### src/set_assoc_cache_tag_controller_assert.svh
// assertion macros for the cache tag controller
// used by the controller and top level files
`ifndef SET_ASSOC_CACHE_TAG_CONTROLLER_ASSERT_SVH
`define SET_ASSOC_CACHE_TAG_CONTROLLER_ASSERT_SVH
// implication checked on every rising clock edge outside reset
`define SACTC_ASSERT_IMP(label, ante, cons) \
   label: assert property (@(posedge clock) disable iff (reset) (ante) |-> (cons)) \
      else $error("assertion failed");
// next-cycle implication
`define SACTC_ASSERT_NEXT(label, ante, cons) \
   label: assert property (@(posedge clock) disable iff (reset) (ante) |=> (cons)) \
      else $error("assertion failed");
`endif

### src/sactc_pkg.sv
// shared types and constants of the cache tag controller
// no dependencies
`timescale 1ns / 1ps
package sactc_pkg;
   localparam int MaxSets = 256;
   localparam int MaxWays = 8;
   localparam int SetBits = 8;
   localparam int WayBits = 3;
   localparam int Lines = MaxSets * MaxWays;
   localparam int LineBits = 11;
   localparam int TagBits = 30;
   localparam int StampBits = 32;
   localparam int CostBits = 18;
   // way entry: valid, dirty, tag, load stamp, access stamp
   localparam int EntryBits = 2 + TagBits + 2 * StampBits;
   localparam logic [17:0] MissUnit = 18'd100;

   localparam logic [2:0] CsrSets = 3'd0;
   localparam logic [2:0] CsrWays = 3'd1;
   localparam logic [2:0] CsrBlock = 3'd2;
   localparam logic [2:0] CsrWalloc = 3'd3;
   localparam logic [2:0] CsrWthru = 3'd4;
   localparam logic [2:0] CsrLru = 3'd5;

   typedef enum logic [2:0] {
      ST_CLEAR, ST_IDLE, ST_READ, ST_SCAN, ST_WRITE, ST_RESP
   } state_type;

   typedef struct packed {
      logic valid;
      logic dirty;
      logic [TagBits-1:0] tag;
      logic [StampBits-1:0] load_stamp;
      logic [StampBits-1:0] access_stamp;
   } entry_type;

   // controller to datapath
   typedef struct packed {
      logic clear_write;
      logic [LineBits-1:0] clear_addr;
      logic capture;
      logic read;
      logic [WayBits-1:0] way;
      logic scan;
      logic write;
      logic finish;
   } cmd_type;

   // datapath to controller
   typedef struct packed {
      logic done;
   } status_type;
endpackage

### src/sactc_ctrl.sv
// controller state machine of the cache tag controller
// depends on sactc_pkg and the assertion header
`timescale 1ns / 1ps
`include "set_assoc_cache_tag_controller_assert.svh"
module sactc_ctrl (
   input  logic clock,
   input  logic reset,
   input  logic req_valid,
   output logic req_ready,
   output logic rsp_valid,
   input  logic rsp_ready,
   input  logic [3:0] ways_eff,
   input  sactc_pkg::status_type status,
   output sactc_pkg::cmd_type cmd
);
   sactc_pkg::state_type state_ff, state_in;
   logic [sactc_pkg::LineBits:0] clr_ff, clr_in;
   logic [3:0] way_ff, way_in;

   always_ff @(posedge clock) begin
      if (reset) begin
         state_ff <= sactc_pkg::ST_CLEAR;
         clr_ff <= '0;
         way_ff <= '0;
      end else begin
         state_ff <= state_in;
         clr_ff <= clr_in;
         way_ff <= way_in;
      end
   end

   // next state and commands
   always_comb begin
      state_in = state_ff;
      clr_in = clr_ff;
      way_in = way_ff;
      cmd = '0;
      cmd.clear_addr = clr_ff[sactc_pkg::LineBits-1:0];
      cmd.way = way_ff[sactc_pkg::WayBits-1:0];
      req_ready = 1'b0;
      rsp_valid = 1'b0;
      unique case (state_ff)
         sactc_pkg::ST_CLEAR: begin
            cmd.clear_write = 1'b1;
            clr_in = clr_ff + 1'b1;
            if (clr_ff[sactc_pkg::LineBits-1:0] == '1) begin
               state_in = sactc_pkg::ST_IDLE;
            end
         end
         sactc_pkg::ST_IDLE: begin
            req_ready = 1'b1;
            cmd.capture = req_valid;
            way_in = '0;
            if (req_valid) begin
               state_in = sactc_pkg::ST_READ;
            end
         end
         sactc_pkg::ST_READ: begin
            // issue read of current way
            cmd.read = 1'b1;
            state_in = sactc_pkg::ST_SCAN;
         end
         sactc_pkg::ST_SCAN: begin
            cmd.scan = 1'b1;
            way_in = way_ff + 1'b1;
            if (way_ff + 1'b1 >= ways_eff) begin
               state_in = sactc_pkg::ST_WRITE;
            end else begin
               state_in = sactc_pkg::ST_READ;
            end
         end
         sactc_pkg::ST_WRITE: begin
            cmd.write = 1'b1;
            state_in = sactc_pkg::ST_RESP;
         end
         sactc_pkg::ST_RESP: begin
            rsp_valid = 1'b1;
            if (rsp_ready) begin
               cmd.finish = 1'b1;
               state_in = sactc_pkg::ST_IDLE;
            end
         end
         default: state_in = sactc_pkg::ST_IDLE;
      endcase
   end

   `SACTC_ASSERT_IMP(a_ready_idle, req_ready, state_ff == sactc_pkg::ST_IDLE)
   `SACTC_ASSERT_IMP(a_no_overlap, req_ready, !rsp_valid)
   `SACTC_ASSERT_NEXT(a_write_resp, cmd.write, rsp_valid)
   `SACTC_ASSERT_IMP(a_way_range, cmd.scan, way_ff < ways_eff)
   `SACTC_ASSERT_IMP(a_status_done, status.done, state_ff == sactc_pkg::ST_RESP)
endmodule

### config.mk
export PLATFORM = sky130hd
export DESIGN_NAME = sactc_ctrl
export DESIGN_NICKNAME = d
export VERILOG_FILES = /design/src/sactc_pkg.sv /design/src/sactc_ctrl.sv
export VERILOG_INCLUDE_DIRS = /design/src /design/src/src
export SDC_FILE = /design/constraint.sdc
export NUM_CORES = 1
export LEC_CHECK = 0
export BUFFER_PORTS_ARGS = -buffer_cell sky130_fd_sc_hd__buf_4
export CAP_MARGIN = 10
export CORE_MARGIN = 2
export CORE_UTILIZATION = 30
export CTS_CLUSTER_SIZE = 40
export DETAILED_ROUTE_END_ITERATION = 10
export PLACE_DENSITY = 0.6
export SYNTH_ARGS = -nofsm -noshare
export SYNTH_HDL_FRONTEND = slang
export SYNTH_SLANG_ARGS = --single-unit
export TNS_END_PERCENT = 10
### constraint.sdc
create_clock -name clock -period 2.46 [get_ports clock]
set_clock_uncertainty 0.05 [all_clocks]
set_input_delay 0.492 -clock clock [delete_from_list [all_inputs] [get_ports clock]]
set_output_delay 0.492 -clock clock [all_outputs]
set_load 0.005 [all_outputs]
==> reports/results.txt <==
Outcome -> finished, final reports clean
Switching Share -> 23.2%
Sequential power share -> 62.1%
First-pass GRT wire length -> 3.51 mm
Netlist Area Pre-Place -> 1000 sq um
Crit path cell chain -> or3_4 -> inv_1 -> buf_4
Tot GR Track Use -> 12.4%
P_sw -> 0.112 mW
Synth Net Count -> 136
CP Data Arrival Time -> 1.52 ns
Measured slew at the worst slew-check pin -> 0.343 ns
Period minus WS final -> 2.06 ns
Commonest non-fill, non-tap cells in the layout -> buf_4, dfxtp_1, nor2_1
Number of setup buffers added after CTS -> 0
Cts bufs inserted -> 3
Count of pins over their slew limit -> 0
RSZ-0062 raised after global routing -> no
YS warnings -> 0
Post-synthesis sequential area ratio -> 35.9%
Worst hold path type -> in2reg
Register area -> 360 sq um
Layout cells sized above 1 -> 22.9%
Combinational share of power -> 7.2%
Die area -> 3830 sq um
Clock sink total -> 18
Slowest Stage Delay on Critical Path -> 0.49 ns
Initial antenna violation count -> 0
Critical-path top delay cell -> or3_4
Power Total -> 0.484 mW
Die span in x -> 61.9 um
Cell variety after synth -> 34
Multi-input gate area -> 561 sq um
Startpoint types -> flip-flop
Initial Util -> 30.6%
Synth Instances -> 121
Worst Setup Path Type -> reg2out
CORE AREA -> 3280 sq um
Period utilization -> 83.8%
Setup slack after placement -> 0.618 ns
CP Data Required Time -> 1.92 ns
P_int -> 0.372 mW
Vias per cell -> 4.70
Total number of vias -> 893
Clock buffer depth -> 2
CTS root buf -> clkbuf_4
Worst r2r src -> way_ff[0]$_SDFFE_PP0P_
# diodes -> 0
PD cells -> 390 nW/um^2
# rows -> 21
P_leak -> 0.530 nW
Capture point of the worst reg-to-reg path -> state_ff[2]$_SDFFE_PP0P_
Crit path from -> state_ff[2]$_SDFFE_PP0P_
Slew Limit Headroom -> 76.9%
Largest net degree at the start of global routing -> 18
Post-synth EDFFs -> 0
FF-to-FF path depth -> 8
DRT Wirelength -> 2.13 mm
Clock Latency Late Sink -> 0.30 ns
Total grt overflow -> 0
Max Cap Violations -> 0
Final setup viols -> 0
Syn Area/Cell -> 8.30 sq um
Gpl congestion -> 0.783
Synth async-reset ratio -> 0%
CTS Hold Bufs -> 0
Antenna-violating nets left -> 0
Worst Setup End Kind -> output port
FMAX -> 0.485 GHz
Worst vdd rail ir drop -> 0.000191 V
Leading cell type in the layout, fill and taps excluded -> buf_4
Die height -> 61.9 um
Filler cell count -> 355
Max Fanout on Critical Path -> 11
Initial DRT Pass Iterations -> 4
Clk slew on worst S/H paths -> 0.10 ns
CTS tree -> yes
IO Pins -> 31
Clock share of power -> 30.7%
Initial detailed-routing violation count -> 19
WL per Instance -> 11.2 um
# H-tree levels -> 1
Final WS setup -> 0.398 ns
Reg2reg setup slack -> 0.58 ns
CP endpoint -> cmd[19]
Post-synth top flop -> dfxtp_1
Post-cts gate resize count -> 0
Vias in the first global route -> 833
Final nets -> 161
Residual DRC count -> 0
Hpwl dp -> 1.61 mm
Util after Layout -> 37.8%
Area grow syn2layout -> 23.5%
Port Buf Inserts -> 29
Hold Vio Cnt, Final -> 0
#FFs+latches synth -> 18
Final TNS setup -> 0 ns
## stage by stage
stage          instances  hold slack (ns)  area, sq um
2_1_floorplan        121            0.412         1000
3_3_place_gp         187            0.435         1220
3_5_place_dp         187            0.433         1220
4_1_cts              190            0.425         1240
5_1_grt              190            0.440         1240
6_report             190            0.433         1240
## how the worst min path moves through the flow
| stage | startpoint | to | slack, ns | cells after the start |
|---|---|---|---|---|
| final | reset | clr_ff[1]$_SDFFE_PP0P_ | 0.43 | 2 |
| after global routing | reset | clr_ff[0]$_SDFFE_PP0P_ | 0.44 | 2 |
| after CTS | reset | clr_ff[3]$_SDFFE_PP0P_ | 0.43 | 2 |
| after detailed placement | way_ff[1]$_SDFFE_PP0P_ | way_ff[1]$_SDFFE_PP0P_ | 0.43 | 2 |
| after global placement | way_ff[1]$_SDFFE_PP0P_ | way_ff[1]$_SDFFE_PP0P_ | 0.44 | 2 |
| after floorplan | way_ff[1]$_SDFFE_PP0P_ | way_ff[1]$_SDFFE_PP0P_ | 0.41 | 2 |
## final cells by class
type / count / area share [%]
clock buffer: 3 / 1.81
inverter: 6 / 1.81
multi-input combinational: 88 / 45.2
sequential: 18 / 29.0
tap: 46 / 4.64
timing repair buffer: 29 / 17.5
## routing by layer
| metal | GRT usage [%] | vias up | part of all wire, % |
|---|---|---|---|
| met3 | 2.28 | 5 | 6.3 |
| li1 | - | 461 | - |
| met1 | 15.4 | 399 | 48 |
| met2 | 20.0 | 28 | 43 |
| met4 | 7.29 | 0 | 2.4 |
| met5 | 0 | - | 0 |
## critical path, delay by kind of cell, from the launching register on
kind / cells / cell delay, ns
AND/OR/NAND/NOR: 1 / 0.49
flip-flops: 1 / 0.41
buffers and inverters: 2 / 0.32
## cell families (layout without fill, tap and decap cells)
family	Yosys count	count (layout)	synth area share [%]
compound gates	16	16	9.96
mux	2	2	1.99
xor+xnor	10	10	8.72
flops	18	18	35.9
fa+ha+maj	6	6	7.47
buf+inv	15	38	8.34
simple gates	54	54	27.6
## power groups by stage
stage | registers [mW] | clock network, mW | logic (mW)
after floorplan | 0.307 | 0 | 0.0167
after global placement | 0.307 | 0 | 0.0339
after detailed placement | 0.308 | 0 | 0.0355
after CTS | 0.301 | 0.157 | 0.0356
after global routing | 0.302 | 0.168 | 0.0400
final | 0.301 | 0.149 | 0.0348
## Yosys cell counts (2+ instances only)
cell type	n	share of area, %
dfxtp_1	18	36
nor2_1	14	5.2
nand2_1	10	3.7
xnor2_1	8	7.0
ha_1	6	7.5
inv_1	6	2.2
nand3_1	6	3.0
a21oi_1	5	2.5
nor4_1	5	3.1
and2_1	3	1.9
buf_4	3	2.2
nand2b_1	3	1.9
o21ai_0	3	1.5
a22oi_1	2	1.5
and2b_1	2	1.5
buf_6	2	2.2
clkbuf_1	2	0.75
mux2i_1	2	2.0
nand4_1	2	1.2
nor2b_1	2	1.2
nor3_1	2	1.0
nor3b_1	2	1.5
xor2_1	2	1.7
## state kept, by name, summed over array words and instances, names as in the netlist
register  count
way_ff        4
clr_ff       11
state_ff      3
Power figures use the tool's default switching activity.
